### src/design/tls_pkg.sv
`timescale 1ns / 1ps
`default_nettype none

package tls_pkg;

	// Event codes carried in s_axis_tuser.
	typedef logic [2:0] op_t;
	localparam op_t OP_TICK      = 3'd0;
	localparam op_t OP_MODE_EDGE = 3'd1;
	localparam op_t OP_WALK_EDGE = 3'd2;
	localparam op_t OP_SAMPLE    = 3'd3;
	localparam op_t OP_SET_RATE  = 3'd4;

	// Operating modes. Code 3 is unused and cannot be reached from reset.
	typedef logic [1:0] mode_t;
	localparam mode_t MODE_NORMAL       = 2'd0;
	localparam mode_t MODE_FLASH_YELLOW = 2'd1;
	localparam mode_t MODE_FLASH_RED    = 2'd2;

	// Lamp vector, green in the lowest bit.
	typedef logic [2:0] lamps_t;
	localparam lamps_t LAMP_G   = 3'b001;
	localparam lamps_t LAMP_Y   = 3'b010;
	localparam lamps_t LAMP_R   = 3'b100;
	localparam lamps_t LAMP_ALL = 3'b111;

	localparam logic [2:0] POS_YELLOW = 3'd3;
	localparam logic [2:0] POS_HOLD   = 3'd4;
	localparam logic [2:0] POS_SERVED = 3'd5;
	localparam logic [2:0] POS_LAST   = 3'd6;
	localparam logic [2:0] HOLD_TICKS = 3'd5;
	localparam logic [3:0] RATE_MIN   = 4'd1;
	localparam logic [3:0] RATE_MAX   = 4'd9;
	localparam logic [7:0] DIGIT_ZERO = 8'h30;

	localparam int IN_DATA_W  = 16;
	localparam int OUT_DATA_W = 16;

	typedef struct packed {
		mode_t      mode;
		logic [2:0] pos;
		logic       walk_pending;
		logic [2:0] hold;
		logic       mode_btn_down;
		logic       walk_btn_down;
		logic       lamp_test;
		lamps_t     lamps;
		logic [3:0] rate;
	} state_t;

	localparam state_t STATE_RESET = '{
		mode:          MODE_NORMAL,
		pos:           3'd0,
		walk_pending:  1'b0,
		hold:          3'd0,
		mode_btn_down: 1'b0,
		walk_btn_down: 1'b0,
		lamp_test:     1'b0,
		lamps:         LAMP_G,
		rate:          RATE_MIN
	};

	typedef struct packed {
		logic       restart_period;
		logic       rate_rejected;
		logic       lamp_test_on;
		logic       walk_waiting;
		logic [3:0] rate_now;
		mode_t      mode_now;
		logic       red_lamp;
		logic       yellow_lamp;
		logic       green_lamp;
	} result_t;

endpackage

`default_nettype wire

### src/design/tls_step.sv
`timescale 1ns / 1ps
`default_nettype none

// Next-state and result logic for one event.
module tls_step
	import tls_pkg::*;
(
	input  wire state_t     cur,
	input  wire op_t        op,
	input  wire logic       mode_button_level,
	input  wire logic       walk_button_level,
	input  wire logic [7:0] rate_char,
	output state_t          nxt,
	output result_t         res
);

	logic [2:0] pos_inc;
	logic [2:0] hold_inc;
	logic [3:0] rate_diff;
	logic       rate_ok;
	logic       rejected;
	logic       restart;

	assign pos_inc   = (cur.pos < POS_LAST) ? 3'(cur.pos + 3'd1) : cur.pos;
	assign hold_inc  = 3'(cur.hold + 3'd1);
	assign rate_diff = 4'(rate_char - DIGIT_ZERO);
	assign rate_ok   = (rate_char >= (DIGIT_ZERO + 8'(RATE_MIN)))
		&& (rate_char <= (DIGIT_ZERO + 8'(RATE_MAX)));

	always_comb begin
		nxt      = cur;
		rejected = 1'b0;
		restart  = 1'b0;
		case (op)
			OP_TICK: begin
				restart = 1'b1;
				if (cur.lamp_test) begin
					nxt.lamps = LAMP_ALL;
				end else begin
					nxt.pos = pos_inc;
					case (cur.mode)
						MODE_NORMAL: begin
							if (pos_inc < POS_YELLOW) begin
								nxt.lamps = LAMP_G;
							end else if (pos_inc == POS_YELLOW) begin
								nxt.lamps = LAMP_Y;
							end else if (pos_inc < POS_LAST) begin
								if (cur.walk_pending) begin
									// Hold the crossing phase until the call is served.
									nxt.lamps = LAMP_Y | LAMP_R;
									nxt.pos   = POS_HOLD;
									nxt.hold  = hold_inc;
									if (hold_inc == HOLD_TICKS) begin
										nxt.walk_pending = 1'b0;
										nxt.hold         = 3'd0;
										nxt.pos          = POS_SERVED;
									end
								end else begin
									nxt.lamps = LAMP_R;
								end
							end else begin
								nxt.pos   = 3'd0;
								nxt.lamps = LAMP_G;
							end
						end
						MODE_FLASH_YELLOW: nxt.lamps = (cur.lamps & LAMP_Y) ^ LAMP_Y;
						MODE_FLASH_RED:    nxt.lamps = (cur.lamps & LAMP_R) ^ LAMP_R;
						default:           nxt.lamps = cur.lamps;
					endcase
				end
			end
			OP_MODE_EDGE: begin
				if (cur.mode_btn_down) begin
					nxt.mode_btn_down = 1'b0;
				end else begin
					nxt.mode_btn_down = 1'b1;
					nxt.walk_pending  = 1'b0;
					nxt.hold          = 3'd0;
					case (cur.mode)
						MODE_NORMAL:       nxt.mode = MODE_FLASH_YELLOW;
						MODE_FLASH_YELLOW: nxt.mode = MODE_FLASH_RED;
						default:           nxt.mode = MODE_NORMAL;
					endcase
				end
			end
			OP_WALK_EDGE: begin
				if (cur.walk_btn_down) begin
					nxt.walk_btn_down = 1'b0;
				end else begin
					nxt.walk_btn_down = 1'b1;
					nxt.walk_pending  = 1'b1;
				end
			end
			OP_SAMPLE: begin
				if (mode_button_level && walk_button_level) begin
					nxt.lamp_test = 1'b1;
					nxt.lamps     = LAMP_ALL;
				end else if (!mode_button_level && !walk_button_level) begin
					if (cur.lamp_test) begin
						nxt.lamp_test    = 1'b0;
						nxt.mode         = MODE_NORMAL;
						nxt.rate         = RATE_MIN;
						nxt.walk_pending = 1'b0;
						nxt.pos          = 3'd0;
						nxt.lamps        = LAMP_G;
						restart          = 1'b1;
					end
				end else begin
					nxt.lamp_test = 1'b0;
				end
			end
			OP_SET_RATE: begin
				if (rate_ok) begin
					nxt.rate = rate_diff;
					restart  = 1'b1;
				end else begin
					rejected = 1'b1;
				end
			end
			default: begin
				nxt = cur;
			end
		endcase
	end

	assign res.green_lamp     = nxt.lamps[0];
	assign res.yellow_lamp    = nxt.lamps[1];
	assign res.red_lamp       = nxt.lamps[2];
	assign res.mode_now       = nxt.mode;
	assign res.rate_now       = nxt.rate;
	assign res.walk_waiting   = nxt.walk_pending;
	assign res.lamp_test_on   = nxt.lamp_test;
	assign res.rate_rejected  = rejected;
	assign res.restart_period = restart;

endmodule

`default_nettype wire

### src/design/traffic_light_sequencer_core.sv
`timescale 1ns / 1ps
`default_nettype none

// Traffic light sequencer core. Each request on the input stream is one event
// (period tick, mode button edge, walk button edge, settled button sample or a
// new rate digit) and produces exactly one result request on the output stream
// carrying the lamp states and status after that event. The block takes one
// event per cycle unless the output stalls: an event is captured in an input
// register, the next controller state and its result are formed by a single
// pass of logic, and the result lands in the output register as the event
// leaves the input register, then it is offered on the output stream. Output
// backpressure stalls the two registers in place, so no request is dropped or
// repeated. The host owns the period timer: it should restart it at rate_now
// whenever restart_period is set, and issue a tick when it expires. After reset
// the lamps show green, the mode is normal and the rate is 1 Hz.
module traffic_light_sequencer_core
	import tls_pkg::*;
(
	input  wire logic                  clk,
	input  wire logic                  arst_n,

	input  wire logic                  s_axis_tvalid,
	output logic                       s_axis_tready,
	// [0] mode_button_level, [1] walk_button_level, [9:2] rate_char, rest zero
	input  wire logic [IN_DATA_W-1:0]  s_axis_tdata,
	// [2:0] op
	input  wire logic [2:0]            s_axis_tuser,

	output logic                       m_axis_tvalid,
	input  wire logic                  m_axis_tready,
	// [0] green_lamp, [1] yellow_lamp, [2] red_lamp, [4:3] mode_now,
	// [8:5] rate_now, [9] walk_waiting, [10] lamp_test_on,
	// [11] rate_rejected, [12] restart_period, rest zero
	output logic [OUT_DATA_W-1:0]      m_axis_tdata
);

	// Input register stage.
	logic       valid_s1;
	op_t        op_s1;
	logic       mode_lvl_s1;
	logic       walk_lvl_s1;
	logic [7:0] rate_char_s1;

	// Result register stage.
	logic       valid_s2;
	result_t    res_s2;

	// Controller state, updated when the event in stage one moves on.
	state_t     state_q;
	state_t     state_nxt;
	result_t    res_nxt;

	logic       adv_s2;
	logic       adv_s1;

	// The result register can take a new value when it is empty or being read.
	assign adv_s2        = !valid_s2 || m_axis_tready;
	assign adv_s1        = valid_s1 && adv_s2;
	assign s_axis_tready = !valid_s1 || adv_s2;

	tls_step u_step (
		.cur               (state_q),
		.op                (op_s1),
		.mode_button_level (mode_lvl_s1),
		.walk_button_level (walk_lvl_s1),
		.rate_char         (rate_char_s1),
		.nxt               (state_nxt),
		.res               (res_nxt)
	);

	always_ff @(posedge clk or negedge arst_n) begin
		if (!arst_n) begin
			valid_s1 <= 1'b0;
		end else if (s_axis_tready) begin
			valid_s1 <= s_axis_tvalid;
		end
	end

	always_ff @(posedge clk) begin
		if (s_axis_tready && s_axis_tvalid) begin
			op_s1        <= s_axis_tuser;
			mode_lvl_s1  <= s_axis_tdata[0];
			walk_lvl_s1  <= s_axis_tdata[1];
			rate_char_s1 <= s_axis_tdata[9:2];
		end
	end

	always_ff @(posedge clk or negedge arst_n) begin
		if (!arst_n) begin
			state_q <= STATE_RESET;
		end else if (adv_s1) begin
			state_q <= state_nxt;
		end
	end

	always_ff @(posedge clk or negedge arst_n) begin
		if (!arst_n) begin
			valid_s2 <= 1'b0;
		end else if (adv_s2) begin
			valid_s2 <= valid_s1;
		end
	end

	always_ff @(posedge clk) begin
		if (adv_s1) begin
			res_s2 <= res_nxt;
		end
	end

	assign m_axis_tvalid = valid_s2;
	assign m_axis_tdata  = {{(OUT_DATA_W - $bits(result_t)){1'b0}}, res_s2};

endmodule

`default_nettype wire

### config.mk
export PLATFORM = sky130hd
export DESIGN_NAME = traffic_light_sequencer_core
export DESIGN_NICKNAME = d
export VERILOG_FILES = /design/src/design/tls_pkg.sv /design/src/design/tls_step.sv /design/src/design/traffic_light_sequencer_core.sv
export SDC_FILE = /design/constraint.sdc
export NUM_CORES = 1
export LEC_CHECK = 0
export BUFFER_PORTS_ARGS = -buffer_cell sky130_fd_sc_hd__buf_2
export CAP_MARGIN = 30
export CELL_PAD_IN_SITES_DETAIL_PLACEMENT = 1
export CELL_PAD_IN_SITES_GLOBAL_PLACEMENT = 1
export CORE_ASPECT_RATIO = 0.6
export CORE_UTILIZATION = 47
export DETAILED_ROUTE_END_ITERATION = 8
export GPL_TIMING_DRIVEN = 0
export HOLD_SLACK_MARGIN = 0.02
export PLACE_DENSITY = 0.89
export SYNTH_ARGS = -nofsm -noshare
export SYNTH_HDL_FRONTEND = slang
export SYNTH_SLANG_ARGS = --single-unit
### constraint.sdc
create_clock -name clk -period 4.1 [get_ports clk]
set_input_delay 1.23 -clock clk [delete_from_list [all_inputs] [get_ports clk]]
set_output_delay 1.23 -clock clk [all_outputs]
set_load 0.02 [all_outputs]
==> results of run 1 <==
[cells in the final DEF, fill, tap and decap left out, types with 2 or more instances in the layout]
| cell type | netlist | routed |
|---|---|---|
| ha_1 | 3 | 3 |
| o41ai_1 | 2 | 2 |
| edfxtp_1 | 26 | 26 |
| a21oi_1 | 10 | 10 |
| clkbuf_8 | 0 | 5 |
| nand3b_1 | 2 | 2 |
| dfrtp_1 | 19 | 19 |
| buf_2 | 2 | 33 |
| nand3_1 | 10 | 10 |
| nand2b_1 | 8 | 8 |
| conb_1 | 1 | 3 |
| or3_1 | 2 | 2 |
| buf_4 | 3 | 3 |
| xor2_1 | 2 | 2 |
| a32o_1 | 2 | 2 |
| clkbuf_1 | 5 | 5 |
| a211oi_2 | 2 | 2 |
| inv_1 | 9 | 9 |
| a21o_1 | 4 | 4 |
| mux2i_1 | 3 | 3 |
| and3_1 | 2 | 2 |
| nor2b_1 | 2 | 2 |
| dfstp_2 | 2 | 2 |
| buf_6 | 2 | 2 |
| nand2_1 | 19 | 19 |
| nor2_1 | 23 | 23 |
| xnor2_1 | 2 | 2 |
| o21ai_0 | 9 | 9 |
| a22o_1 | 7 | 7 |
| bufinv_16 | 0 | 2 |
| nor3_1 | 9 | 9 |
| nor4_1 | 3 | 3 |
[Yosys cell counts, types with 2 or more instances]
library cell	n	share of area (%)
buf_6	2	0.96
ha_1	3	1.6
a211oi_2	2	1.1
edfxtp_1	26	33
o21ai_0	9	1.9
o41ai_1	2	0.75
xnor2_1	2	0.75
nand2_1	19	3.0
or3_1	2	0.53
nor2_1	23	3.7
nand2b_1	8	2.1
nor2b_1	2	0.53
nand3b_1	2	0.64
buf_2	2	0.43
xor2_1	2	0.75
nand3_1	10	2.1
a21oi_1	10	2.1
a22o_1	7	2.6
clkbuf_1	5	0.80
dfstp_2	2	2.2
a32o_1	2	0.85
nor4_1	3	0.80
buf_4	3	0.96
a21o_1	4	1.3
dfrtp_1	19	20
inv_1	9	1.4
mux2i_1	3	1.3
nor3_1	9	1.9
and3_1	2	0.53
[per-layer routing]
| metal | share of wire (%) | GRT usage (%) | vias to the layer above |
|---|---|---|---|
| li1 | - | - | 857 |
| met1 | 48 | 35.7 | 920 |
| met2 | 45 | 37.2 | 60 |
| met3 | 6.0 | 5.56 | 6 |
| met4 | 1.1 | 7.25 | 0 |
| met5 | 0 | 0 | - |
[worst register-to-register path: stages, from the launching register on]
cell	delay (ps)
dfrtp_1	470
ha_1	440
nor2_1	90
a21oi_2	300
nor2_1	140
o2111ai_1	390
mux2_1	360
[kinds of logic (layout without fill, tap and decap cells)]
kind of cell             count (synthesis)  count (layout)
buffers and inverters                   22              62
multiplexers                             5               5
flip-flops                              47              47
adder cells (fa/ha/maj)                  3               3
AND/OR/NAND/NOR                         89              89
other                                    1               3
XOR/XNOR                                 4               4
AO/OA/AOI/OAI                           45              45
[report_power, final]
part | total [uW] | internal [uW] | leakage [uW] | switching [uW]
sequential | 667 | 594 | 0.000513 | 72.6
combinational | 448 | 175 | 0.000575 | 273
clock | 407 | 243 | 0.0000644 | 164
[layout make-up]
| cell class | count | area, sq um | share of cell area (%) |
|---|---|---|---|
| buffer | 12 | 73.8 | 2.70 |
| inverter | 10 | 37.5 | 1.37 |
| clock buffer | 5 | 68.8 | 2.51 |
| sequential | 47 | 1310 | 47.8 |
| clock inverter | 3 | 67.6 | 2.47 |
| multi-input combinational | 149 | 931 | 34.0 |
| timing repair buffer | 32 | 170 | 6.22 |
| tap | 63 | 78.8 | 2.88 |
[flip-flops by register name (all words and copies together), names as in the netlist]
register / flops
valid_s1: 1
m_axis_tdata: 13
state_q: 19
rate_char_s1: 8
mode_lvl_s1: 1
walk_lvl_s1: 1
op_s1: 3
m_axis_tvalid: 1
[stage by stage]
stage	utilization, %	hold slack (ps)
after floorplan	-	441
after global placement	55.2	449
after detailed placement	55.5	461
after CTS	58.4	475
after global routing	58.4	503
final	58.4	475
[final timing paths]
path                               startpoint            end
worst min register to register     state_q[0]     state_q[0]
max in group asynchronous              arst_n     state_q[0]
worst min-delay path               state_q[0]     state_q[0]
min in group asynchronous              arst_n    state_q[16]
worst max-delay path            m_axis_tready  s_axis_tready
worst max register to register    state_q[15]    state_q[11]
==> impl_metrics.toml, run 1 <==
[outcome]
status = "completed"

[job]
maxCapViolCount = 0

[clocking]
cts_resized = 0
cts.sinks = 47
insertion_delay_ps = 310
cts_buffers = 5
cts_root_buf = "clkbuf_8"
cts_hold_buf = 0
cts_buffer_depth = 2
htreeDepth = 2
post_cts_buffers = 0
clk_pin_slew_ps = 90
cts_tree = "yes"

[placed_design]
placed_cell_area_sq_um = 2600
port_buffers = 31
gp_congestion = 0.809
pre_cts_slack_ps = 1090
place_inst = 313
dp_hpwl_mm = 4.17

[floorplan]
die_w_um = 93.2
die_h_um = 56.7
start_util_pct = 50.0
core_sq_um = 4680
die_area_sq_um = 5280
io_pins = 41
rows = 19

[critical_path]
worstPathRequired_ps = 2870
cp.arrival_ps = 1690
crit_buf_inv = 2
crit_fanout = 3
slowest_stage = "nand3b_1"
path_depth = 3
crit_family = "buffers and inverters"
end_kind = "primary output"
critPathMaxStageDelay_ps = 180
crit_top_cell = "buf_2"
path_cells = "buf_2 -> nand3b_1 -> buf_2"
start_kind = "primary input"
rrSetupSlack_ps = 1790
worst-r2r-cell-count = 6
path_class = "in -> out"

[power_and_ir_drop]
p_leak_uw = 0.00115
finalPower_uw = 1520
peakVddDrop_uv = 256
pwr_density_cell_nw_per_um2 = 556

[finish]
n_fill_cell = 527
area_growth_pct = 16.8
final_nets = 283
drive_above_1_share_pct = 22.5
num_antenna_cells = 0
final_area_sq_um = 2740
instances_no_fill = 321

[timing]
period_minus_slack_ps = 2920
finalHoldViolCount = 0
rsz0062_at_grt = "false"
drv_slew = 0
fmax_ghz = 0.343
max_slew.worst_pin.slew_ps = 590
timing.final.crit_share_pct = 71.1
setup_viol = 0
tns_ps = 0
clock_skew_ps = 10.1
fin_ws_ps = 1180
slew_headroom_pct = 60.6

[yosys]
synth_seq_cells = 47
synth-compound-area-share_pct = 13.7
ys_seq_area_share_pct = 55.8
syn_avg_cell_area_sq_um = 10.8
muxShareOfSynthArea_pct = 2.24
synth.distinct_cells = 51
synth_warnings = 0
async_flop_share_pct = 44.7
synth_edf_count = 26
synth_cells = 216
synth_ff_type = "edfxtp_1"
synth_xor_area_share_pct = 1.49
synth_simple_gate_area_share_pct = 20.2
synth_top_family_by_area = "simple AND/OR/NAND/NOR gates"
synth_area_sq_um = 2340
yosys.area_share.adder_pct = 1.60

[routing]
drt_iter0_drc = 103
wirelength_mm = 5.73
drtAntennaViolNets = 0
route.detailed.drc = 0
drtPass1Iterations = 4
avgRoutedWirePerCell_um = 17.8
vias = 1843
viasPerCell = 5.74

[global_routing]
grt_pass1_wl_mm = 9.60
grt_start_max_net_pins = 22
grt_overflow_total = 0
first_global_vias = 1873
antenna_found_initial = 0
grt_usage_pct = 24.7

[min_path]
hold_path.class = "reg -> reg"
hold_depth = 2
Power figures use the tool's default switching activity.
==> run 2, diff against run 1 <==
ABC_AREA = 1   (was unset)
CORE_UTILIZATION = 38   (was 47)
PLACE_DENSITY = 0.8   (was 0.89)
clock period = 2.6 ns   (was 4.1 ns; I/O delays follow)
==> impl_metrics.toml, run 2 <==
[finish]
largest_reg_flops = 19
n_fill_cell = 714
instances_no_fill = 390
final_cell_mix = "86 x nand2_1, 32 x inv_1, 32 x buf_2, 26 x edfxtp_1, 25 x nand3_1"
multi_input_area_sq_um = 912
regMostFlops = "state_q"
final_nets = 335
drive_above_1_share_pct = 22.6
area_growth_pct = 15.1
regArea_sq_um = 1310
final_common_cell = "nand2_1"
num_antenna_cells = 0

[yosys]
yosysTopAreaCell = "edfxtp_1"
synth_area_sq_um = 2390
synth_edf_count = 26
yosysMostFrequentCell = "nand2_1"
synth.area.top_cells = "edfxtp_1 33%, dfrtp_1 20%, nand2_1 14%"
yosysTopAreaCellShare_pct = 32.7
synth_seq_cells = 47
async_flop_share_pct = 44.7
synth_warnings = 0
synth_ff_type = "edfxtp_1"
syn_avg_cell_area_sq_um = 8.88
ys_seq_area_share_pct = 54.8
synth_cells = 269
synth.distinct_cells = 31
netlist_top_cells_count = "86 x nand2_1, 32 x inv_1, 26 x edfxtp_1"

[clocking]
cts.sinks = 47
cts_tree = "yes"
cts_resized = 0
htreeDepth = 2
cts_buffers = 5
insertion_delay_ps = 320
cts_buffer_depth = 2
post_cts_buffers = 0
clk_pin_slew_ps = 100
cts_hold_buf = 0
cts_root_buf = "clkbuf_8"

[critical_path]
start_kind = "primary input"
crit_fanout = 3
critPathMaxStageDelay_ps = 180
reg2reg_from = "state_q[14]"
rrSetupSlack_ps = 630
path_class = "in -> out"
cp.arrival_ps = 1270
crit_buf_inv = 3
r2r-end = "m_axis_tdata[9]"
worstPathRequired_ps = 1820
path_cells = "buf_2 -> inv_1 -> nand3_1 -> buf_2"
end_kind = "primary output"
worst-r2r-cell-count = 7
crit_family = "buffers and inverters"
slowest_stage = "buf_2"
crit_top_cell = "buf_2"

[global_routing]
first_global_vias = 1921
grt_usage_pct = 18.4
grt_overflow_total = 0
grt_start_max_net_pins = 23
grt_pass1_wl_mm = 9.40
antenna_found_initial = 0

[timing]
fin_hold_ws_ps = 420
setup_viol = 0
timing.final.crit_share_pct = 78.9
rsz0062_at_grt = "false"
max_slew.worst_pin.slew_ps = 520
period_minus_slack_ps = 2050
slew_headroom_pct = 65.3
clock_skew_ps = 16.9
tns_ps = 0
finalHoldViolCount = 0
drv_slew = 0
fin_ws_ps = 548
fmax_ghz = 0.487

[floorplan]
start_util_pct = 41.2
rows = 21
die_h_um = 63.4
io_pins = 41
die_area_sq_um = 6620
core_sq_um = 5810
die_w_um = 104

[min_path]
hold_path.class = "in -> async"

[power_and_ir_drop]
p_leak_uw = 0.00138
pwr_density_cell_nw_per_um2 = 870
finalPower_uw = 2390
peakVddDrop_uv = 270

[placed_design]
place_inst = 382
port_buffers = 31
gp_congestion = 0.781
dp_hpwl_mm = 4.29
pre_cts_slack_ps = 464

[routing]
viasPerCell = 4.91
drt_iter0_drc = 60
drtAntennaViolNets = 0
avgRoutedWirePerCell_um = 14.3
vias = 1916
drtPass1Iterations = 4
wirelength_mm = 5.56
route.detailed.drc = 0

[outcome]
status = "completed"

[job]
maxCapViolCount = 0
[run 2: kinds of logic (layout without fill, tap and decap cells)]
logic type      Yosys count  count (layout)  synth area share [%]
buf+inv                  41              80                  7.38
other cells               1               3                 0.157
compound gates           22              22                  5.13
simple gates            154             154                  30.6
fa+ha+maj                 3               3                  1.57
xor+xnor                  1               1                 0.367
flops                    47              47                  54.8
[run 2: worst reg2reg max path, cell delays in order, from the launching register on]
cell	delay (ps)
dfrtp_1	430
ha_1	300
inv_1	50
nand2_1	130
nor2_4	200
nand2_1	130
o21ai_0	310
a21oi_1	140
[run 2: layout make-up]
type                       count  share of cell area [%]
buffer                         5                    1.50
clock inverter                 2                   0.591
tap                           80                    3.64
multi-input combinational    183                    33.2
timing repair buffer          31                    5.64
inverter                      36                    4.91
sequential                    47                    47.6
clock buffer                   6                    3.00
[run 2: report_power, final]
group / total, uW / internal, uW / switching (uW)
Combinational: 776 / 249 / 527
Clock: 488 / 217 / 271
Sequential: 1130 / 987 / 141
[run 2: worst max-delay path by stage]
| stage | slack, ps | endpoint | start | cells after the start |
|---|---|---|---|---|
| floorplan | 750 | s_axis_tready | m_axis_tready | 2 |
| global placement | 480 | m_axis_tdata[5] | m_axis_tready | 5 |
| detailed placement | 460 | m_axis_tdata[8] | m_axis_tready | 5 |
| CTS | 540 | s_axis_tready | m_axis_tready | 4 |
| global route | 500 | s_axis_tready | m_axis_tready | 4 |
| finish | 550 | s_axis_tready | m_axis_tready | 4 |
[run 2: per-stage QoR]
stage          util [%]  instance area [sq um]
2_1_floorplan         -                   2400
3_3_place_gp       45.7                   2650
3_5_place_dp       45.7                   2650
4_1_cts            47.4                   2750
5_1_grt            47.4                   2750
6_report           47.4                   2750
[run 2: layer usage]
metal / global-route usage (%) / share of wire, %
met3: 4.14 / 4.7
met1: 26.9 / 53
met4: 4.64 / 1.1
met5: 0 / 0
met2: 27.6 / 41
